$ cat src/rtl/pmvc_pkg.sv
`default_nettype none

package pmvc_pkg;

  localparam int MAX_VERTICES_DEF   = 4096;
  localparam int MAX_PARTITIONS_DEF = 8;
  localparam int ELEMENT_BYTES_DEF  = 4;

  localparam int KIND_W  = 2;
  localparam int VID_W   = 12;
  localparam int PART_W  = 8;
  localparam int TOTAL_W = 16;
  localparam int VSEEN_W = 13;
  localparam int GBYTE_W = 41;
  localparam int LBYTE_W = 35;

  localparam int PCNT_W = 4;
  localparam int LCNT_W = 7;
  localparam int HID_W  = 16;
  localparam int FEAT_W = 16;
  localparam int CFG_IDX_W  = 2;
  localparam int CFG_DATA_W = 16;

  typedef enum logic [KIND_W-1:0] {
    KIND_SET    = 2'd0,
    KIND_EDGE   = 2'd1,
    KIND_REPORT = 2'd2,
    KIND_CLEAR  = 2'd3
  } kind_t;

  typedef enum logic [CFG_IDX_W-1:0] {
    CFG_PARTITION_COUNT = 2'd0,
    CFG_LAYER_COUNT     = 2'd1,
    CFG_HIDDEN_UNITS    = 2'd2,
    CFG_FEATURE_WIDTH   = 2'd3
  } cfg_reg_t;

  typedef struct packed {
    logic [PCNT_W-1:0] partition_count;
    logic [LCNT_W-1:0] layer_count;
    logic [HID_W-1:0]  hidden_units;
    logic [FEAT_W-1:0] feature_width;
  } cfg_t;

  typedef struct packed {
    logic set_part;
    logic take_edge;
    logic clear;
  } store_cmd_t;

  typedef struct packed {
    logic [TOTAL_W-1:0] mirror_total;
    logic [VSEEN_W-1:0] vertex_limit;
  } counts_t;

endpackage

`default_nettype wire

$ cat src/rtl/pmvc_if.sv
`default_nettype none


interface pmvc_out_if;
  logic                             valid;
  logic                             ready;
  logic [pmvc_pkg::TOTAL_W-1:0]     mirror_total_out;
  logic [pmvc_pkg::VSEEN_W-1:0]     vertices_seen;
  logic [pmvc_pkg::GBYTE_W-1:0]     graph_level_bytes;
  logic [pmvc_pkg::LBYTE_W-1:0]     layer_level_bytes;

  modport source (
    output valid, mirror_total_out, vertices_seen, graph_level_bytes, layer_level_bytes,
    input  ready
  );
  modport sink (
    input  valid, mirror_total_out, vertices_seen, graph_level_bytes, layer_level_bytes,
    output ready
  );
endinterface

`default_nettype wire

$ cat src/rtl/pmvc_volume.sv
`default_nettype none

module pmvc_volume #(
  parameter int ELEMENT_BYTES = pmvc_pkg::ELEMENT_BYTES_DEF
) (
  input  wire logic              clk,
  input  wire logic              rst_n,
  input  wire logic              start,
  input  wire pmvc_pkg::cfg_t    cfg,
  input  wire pmvc_pkg::counts_t counts,
  output logic                   idle,
  pmvc_out_if.source             out_req
);

  localparam int KW   = $clog2(2 * ELEMENT_BYTES + 1);
  localparam int KMTW = pmvc_pkg::TOTAL_W + KW;
  localparam int AW   = pmvc_pkg::HID_W + pmvc_pkg::LCNT_W;
  localparam int CW   = AW + 1;
  localparam int BW   = pmvc_pkg::PCNT_W + pmvc_pkg::VSEEN_W;
  localparam int EW   = BW + pmvc_pkg::HID_W;
  localparam int GPW  = KMTW + CW;
  localparam int LPW  = EW + KW;
  localparam logic [KW-1:0] BYTE_K = KW'(2 * ELEMENT_BYTES);

  typedef enum logic [2:0] {
    V_IDLE = 3'b001,
    V_MUL  = 3'b010,
    V_OUT  = 3'b100
  } vst_t;

  vst_t                         st_r;
  logic [AW-1:0]                a_r;
  logic [BW-1:0]                b_r;
  logic [KMTW-1:0]              kmt_r;
  logic [CW-1:0]                c_r;
  logic [EW-1:0]                e_r;
  logic                         valid_r;
  logic [pmvc_pkg::TOTAL_W-1:0] total_out_r;
  logic [pmvc_pkg::VSEEN_W-1:0] vseen_r;
  logic [pmvc_pkg::GBYTE_W-1:0] graph_r;
  logic [pmvc_pkg::LBYTE_W-1:0] layer_r;

  logic [pmvc_pkg::LCNT_W-1:0]  lcm1;
  logic [pmvc_pkg::PCNT_W-1:0]  pcm1;
  logic [GPW-1:0]               gprod;
  logic [LPW-1:0]               lprod;
  logic                         load;

  always_comb begin
    lcm1  = (cfg.layer_count == '0) ? '0 : cfg.layer_count - pmvc_pkg::LCNT_W'(1);
    pcm1  = (cfg.partition_count == '0) ? '0
                                        : cfg.partition_count - pmvc_pkg::PCNT_W'(1);
    gprod = GPW'(kmt_r) * GPW'(c_r);
    lprod = LPW'(e_r) * LPW'(BYTE_K);
    load  = (st_r == V_OUT) && (!valid_r || out_req.ready);
  end

  // counts stay put until load: input is held off while busy
  always_ff @(posedge clk) begin
    if (start) begin
      a_r   <= AW'(cfg.hidden_units) * AW'(lcm1);
      b_r   <= BW'(pcm1) * BW'(counts.vertex_limit);
      kmt_r <= KMTW'(counts.mirror_total) * KMTW'(BYTE_K);
    end
    if (st_r == V_MUL) begin
      c_r <= CW'(cfg.feature_width) + CW'(a_r);
      e_r <= EW'(b_r) * EW'(cfg.hidden_units);
    end
    if (load) begin
      total_out_r <= counts.mirror_total;
      vseen_r     <= counts.vertex_limit;
      graph_r     <= gprod[pmvc_pkg::GBYTE_W-1:0];
      layer_r     <= lprod[pmvc_pkg::LBYTE_W-1:0];
    end
  end

  always_ff @(posedge clk) begin
    if (!rst_n) begin
      st_r    <= V_IDLE;
      valid_r <= 1'b0;
    end else begin
      unique case (st_r)
        V_IDLE:  if (start) st_r <= V_MUL;
        V_MUL:   st_r <= V_OUT;
        V_OUT:   if (load) st_r <= V_IDLE;
        default: st_r <= V_IDLE;
      endcase
      if (load) begin
        valid_r <= 1'b1;
      end else if (out_req.ready) begin
        valid_r <= 1'b0;
      end
    end
  end

  assign idle                      = (st_r == V_IDLE);
  assign out_req.valid             = valid_r;
  assign out_req.mirror_total_out  = total_out_r;
  assign out_req.vertices_seen     = vseen_r;
  assign out_req.graph_level_bytes = graph_r;
  assign out_req.layer_level_bytes = layer_r;

endmodule

`default_nettype wire

$ cat src/flat_wrapper.sv
// flat-port wrapper written by rule: the top's interface ports become plain ports
module pmvc_volume_flat 
#(
  parameter int ELEMENT_BYTES = pmvc_pkg::ELEMENT_BYTES_DEF
)
  (clk, rst_n, start, cfg, counts, idle, out_req_valid, out_req_mirror_total_out, out_req_vertices_seen, out_req_graph_level_bytes, out_req_layer_level_bytes, out_req_ready);
  pmvc_out_if out_req_i ();
  input  wire logic clk;
  input  wire logic rst_n;
  input  wire logic start;
  input  wire pmvc_pkg::cfg_t cfg;
  input  wire pmvc_pkg::counts_t counts;
  output logic idle;
  output wire logic [$bits(out_req_i.valid)-1:0] out_req_valid;
  output wire logic [$bits(out_req_i.mirror_total_out)-1:0] out_req_mirror_total_out;
  output wire logic [$bits(out_req_i.vertices_seen)-1:0] out_req_vertices_seen;
  output wire logic [$bits(out_req_i.graph_level_bytes)-1:0] out_req_graph_level_bytes;
  output wire logic [$bits(out_req_i.layer_level_bytes)-1:0] out_req_layer_level_bytes;
  input wire logic [$bits(out_req_i.ready)-1:0] out_req_ready;
  assign out_req_valid = out_req_i.valid;
  assign out_req_mirror_total_out = out_req_i.mirror_total_out;
  assign out_req_vertices_seen = out_req_i.vertices_seen;
  assign out_req_graph_level_bytes = out_req_i.graph_level_bytes;
  assign out_req_layer_level_bytes = out_req_i.layer_level_bytes;
  assign out_req_i.ready = out_req_ready;
  pmvc_volume #(.ELEMENT_BYTES(ELEMENT_BYTES)) u_core (.clk(clk), .rst_n(rst_n), .start(start), .cfg(cfg), .counts(counts), .idle(idle), .out_req(out_req_i));
endmodule
$ cat config.mk
export PLATFORM = sky130hd
export DESIGN_NAME = pmvc_volume_flat
export DESIGN_NICKNAME = d
export VERILOG_FILES = /design/src/rtl/pmvc_pkg.sv /design/src/rtl/pmvc_if.sv /design/src/rtl/pmvc_volume.sv /design/src/flat_wrapper.sv
export SDC_FILE = /design/constraint.sdc
export NUM_CORES = 2
export LEC_CHECK = 0
export BUFFER_PORTS_ARGS = -buffer_cell sky130_fd_sc_hd__clkbuf_2
export CAP_MARGIN = 20
export CORE_MARGIN = 2
export CORE_UTILIZATION = 50
export CTS_CLUSTER_DIAMETER = 50
export DETAILED_ROUTE_END_ITERATION = 8
export PLACE_DENSITY = 0.7
export REMOVE_ABC_BUFFERS = 1
export SKIP_CTS_REPAIR_TIMING = 1
export SLEW_MARGIN = 25
export SYNTH_ARGS = -nofsm -noshare
export SYNTH_HDL_FRONTEND = slang
export SYNTH_SLANG_ARGS = --single-unit
$ cat constraint.sdc
create_clock -name clk -period 9.9 [get_ports clk]
set_input_delay 1.98 -clock clk [delete_from_list [all_inputs] [get_ports clk]]
set_output_delay 1.98 -clock clk [all_outputs]
set_load 0.01 [all_outputs]
### Yosys cells after proc, flatten, opt, wreduce, memory -nomap -nowiden

Index checks and enable logic that the tools add are counted.

* register bits after elaboration: 218
* input port bits: 76
* output and inout port bits: 107
* logic and storage cells: 37

* add/sub/neg operators: 3
* multipliers: 4
* eq/ne operators: 5
* multiplexer cells: 7
* reductions and logical operators: 7

Operators by type and width (number)
* $mul 16x24->38: 1
* $mul 17x16->32: 1
* $add 16x23->24: 1
* $mul 16x7->23: 1
* $mul 4x13->17: 1
* $pmux 3 s3: 1
* $logic_not 7->1: 1
* $mux 7: 1
* $sub 7x1->7 const B: 1
* $mux 3: 2
* $logic_not 4->1: 1
* $mux 4: 1
* $sub 4x1->4 const B: 1
* $eq 3x1->1 const B: 1
* $eq 3x2->1 const B: 1
* $eq 3x3->1 const B: 1
* $mux 1: 2
* $ne 2x1->1 const B: 1
* $ne 2x2->1 const B: 1
* $reduce_and 2->1: 1
* $reduce_bool 2->1: 1
* $logic_and 1x1->1: 1
* $logic_not 1->1: 1
* $logic_or 1x1->1: 1

### Logic depth before layout (Yosys ltp)

* depth after elaboration: 5
* gate-level depth with buffers: 24
* depth with buffers taken out: 23

### Least setup slack after synthesis

Ideal clock, no wire load.

* path type: input-to-reg
* from: input port cfg[17] in the netlist's numbering
* to: register u_core.e_r[31] (data pin)
* library setup time: 0.260 ns
* data arrival time: 7.322 ns
* required time: 9.640 ns
* setup slack: 2.318 ns
* stages on the path: 22
* buffers on the path: 1
* cells stage by stage: clkbuf_1 nand2_1 fa_1 inv_1 fa_1 inv_1 fa_1 inv_1 fa_1 inv_1 fa_1 inv_1 fa_1 ha_1 a21o_1 a21o_1 o31ai_2 a21oi_1 a31o_2 a221o_1 a21oi_2 xnor2_1

* cells in the longest elaborated chain, start to end: 1

RTL lines
* from (decl): RTL line flat_wrapper.sv:11 `input wire pmvc_pkg::cfg_t cfg;`
* $mul 17x16->32: RTL line pmvc_volume.sv:67 `e_r <= EW'(b_r) * EW'(cfg.hidden_units);`
* to (signal assigned): RTL line pmvc_volume.sv:67
* to (decl): RTL line pmvc_volume.sv:36 `logic [EW-1:0] e_r;`

Every way passes these cells.
A chain may end at the register's enable or synchronous reset.

### Worst setup path in the final report

* from: input port cfg[18] in the netlist's numbering
* to: register u_core.e_r[31] (data pin)

Same word-level chain as after synthesis.

==> summary.txt <==
Placement
  • Pre-CTS setup slack: 1820 ps
  • GP Congestion: 0.844
  • # port buffers: 176
  • Post-DP HPWL: 58.9 mm

Synth
  • Yosys warnings: 0
  • Mapped cell area: 0.0333 mm^2
  • Mapped Avg Cell Area: 9.72 um^2
  • Post-synth top area share: 36.3%
  • Commonest cells in the netlist: inv_1 (756), fa_1 (604), nand2_1 (564)
  • Most common cell in the synthesized netlist: inv_1
  • Synth Flop Type: edfxtp_1
  • Largest cells by area after synthesis: fa_1 (36%), edfxtp_1 (19%), ha_1 (11%)
  • Synth async-reset ratio: 0%
  • Cell accounting for the most synthesized area: fa_1
  • Netlist cell types: 73
  • Synthesized flop and latch total: 215
  • Cells after Synth: 3,429
  • Number of flops mapped to enable cells by yosys: 211
  • Sequential-to-total area share from yosys stat: 19.3%

Die
  • Initial cell density of the core: 50.6%
  • Die area: 0.0687 mm^2
  • Num rows: 94
  • Core area: 0.0659 mm^2
  • Die height: 262 um
  • Die W: 262 um
  • Io pins: 183

Finish
  • # diodes: 0
  • Area Overhead vs Synth: 8.56%
  • Nets: 4,505
  • Layout cells sized above 1: 8.16%
  • Filler cell count: 5,900
  • Fin util: 54.9%

Detailed routing
  • Routed vias: 23,300
  • WL/cell: 17.0 um
  • # DRC: 0
  • DR pass1 iterations: 5
  • Vias per cell: 5.25
  • Final wirelength: 75.2 mm
  • Post-route ant nets: 0
  • Initial DRC Count: 1,273

CTS
  • CTS root buf: clkbuf_16
  • Max clock buf depth: 3
  • Clock transition at the registers of the reported paths: 50 ps
  • TritonCTS clock tree: built
  • CTS Sinks: 215
  • CTS Buf Count: 35
  • Clock Latency Late Sink: 550 ps
  • H-tree depth: 2

STA
  • Final period util: 76.1%
  • Final setup fails: 0
  • Setup ws final: 2370 ps
  • Slew headroom: 28.7%
  • Minimum clock period: 7530 ps
  • Worst-Margin Slew: 1070 ps
  • Hold Worst Slack: 414 ps
  • RSZ-0062 raised after global routing: false
  • Final Hold Viols: 0
  • Slew Limit Fails: 0
  • Setup Skew: 18.6 ps
  • Fmax: 133 MHz
  • Total negative slack: 0 ps

Critical path
  • CP Cell Sequence: clkbuf_2 > nand2_1 > fa_1 > inv_1 > fa_1 > inv_1 > fa_1 > inv_1 > fa_1 > inv_1 > fa_1 > inv_1 > fa_1 > ha_1 > a21o_1 > a21o_1 > o31ai_2 > a21oi_1 > a31o_2 > a221o_1 > a21oi_2 > xnor2_1
  • Top delay family on crit path: adder cells
  • Crit-path most repeated cell: fa_1
  • Critical Path RT: 10,190 ps
  • CP peak stage delay: 550 ps
  • Data arrival, critical path: 7820 ps
  • CP Launch Type: input pin
  • Critical path class: in2reg
  • Crit-path slowest cell: fa_1
  • WP buf/inv: 6
  • Crit. End Element: register
  • Crit-path max FO: 24

Hold path
  • Hold crit path type: reg2reg

GRT
  • Grt ovf: 0
  • Initial antenna violation count: 0
  • Largest net degree at the start of global routing: 59
  • First-pass GRT wire length: 124 mm
  • Total Routing Usage GR: 22.9%
  • Vias in the first global route: 24,800

Run
  • Max Cap Viol: 0

Status
  • Status: complete, no violations
final cells by class:
cell class,count,area [um^2],area share (%)
multi-input combinational,2336,23600,65.2
sequential,215,6420,17.7
inverter,756,2840,7.84
tap,864,1080,2.99
timing repair buffer,197,1050,2.91
clock buffer,39,891,2.46
clock inverter,24,300,0.830
cell usage in the layout, fill, tap and decap left out, types with 5 or more instances in the layout:
cell	count
a211oi_1	10
a211oi_2	6
a21o_1	46
a21oi_1	85
a31oi_1	5
and2_1	297
and3_1	12
buf_4	19
clkbuf_16	35
clkbuf_2	175
conb_1	6
edfxtp_1	211
fa_1	604
ha_1	284
inv_1	756
inv_6	6
nand2_1	564
nand2b_1	11
nand3_1	13
nand4_1	9
nor2_1	71
nor2b_1	8
nor3_1	18
nor3b_1	5
o211ai_1	8
o21a_1	11
o21ai_0	45
o21ai_1	9
o21bai_1	13
or3_1	5
xnor2_1	90
xor2_1	33
final timing paths:
check / start / end / slack [ps] / cells past startpoint
worst max-delay path: cfg[18] / u_core.e_r[31]$_DFFE_PP_ / 2370 / 22
worst min-delay path: u_core.e_r[0]$_DFFE_PP_ / u_core.out_req.layer_level_bytes[3]$_DFFE_PP_ / 410 / 0
worst max register to register: u_core.kmt_r[5]$_DFFE_PP_ / u_core.out_req.graph_level_bytes[40]$_DFFE_PP_ / 2740 / 21
worst min register to register: u_core.e_r[0]$_DFFE_PP_ / u_core.out_req.layer_level_bytes[3]$_DFFE_PP_ / 410 / 0
stage by stage:
stage,cells,instance area [um^2]
2_1_floorplan,3307,32800
3_3_place_gp,4366,35000
3_5_place_dp,4366,35000
4_1_cts,4429,36100
5_1_grt,4431,36200
6_report,4431,36200
flip-flops by register name, summed over array words and instances (netlist names):
signal and count:
u_core.a_r 23, u_core.b_r 17, u_core.c_r 24, u_core.e_r 32
u_core.kmt_r 16, u_core.out_req.graph_level_bytes 38, u_core.out_req.layer_level_bytes 32, u_core.out_req.mirror_total_out 16
u_core.out_req.valid 1, u_core.out_req.vertices_seen 13, u_core.st_r 3
worst register-to-register path, cell delays in order (launching register included):
cell      delay [ps]
edfxtp_1        1050
nand2_1          200
fa_1             560
inv_1             60
fa_1             540
inv_1             60
fa_1             500
inv_1             60
fa_1             500
fa_1             490
inv_1             50
fa_1             470
inv_1             40
ha_1             440
and4_1           290
nor3b_2          240
nand3_1          100
nor3_1           370
nor2_1           160
a31oi_1          470
a221oi_2         120
xnor2_1          160
per-layer routing:
metal | wire, um | vias to the layer above | GRT usage, % | share of wire, %
met4 | 2070 | 0 | 6.58 | 2.8
met1 | 29400 | 11800 | 28.0 | 39
met3 | 5450 | 140 | 4.97 | 7.2
met2 | 38300 | 682 | 40.8 | 51
li1 | - | 10700 | - | -
met5 | 0 | - | 0 | 0
logic make-up (layout without fill, tap and decap cells):
group	after synthesis	count (layout)	share of synthesized area, %
adder cells (fa/ha/maj)	888	888	46.9
multiplexers	4	4	0.128
XOR/XNOR	123	123	3.23
AND/OR/NAND/NOR	1030	1030	14.6
AO/OA/AOI/OAI	285	285	5.84
flip-flops	215	215	19.3
buffers and inverters	883	1016	10.0
other	1	6	0.0113
Power is left out: the tool's default activity adds up to more than one toggle a clock period on the data nets, which glitch-free logic cannot reach.
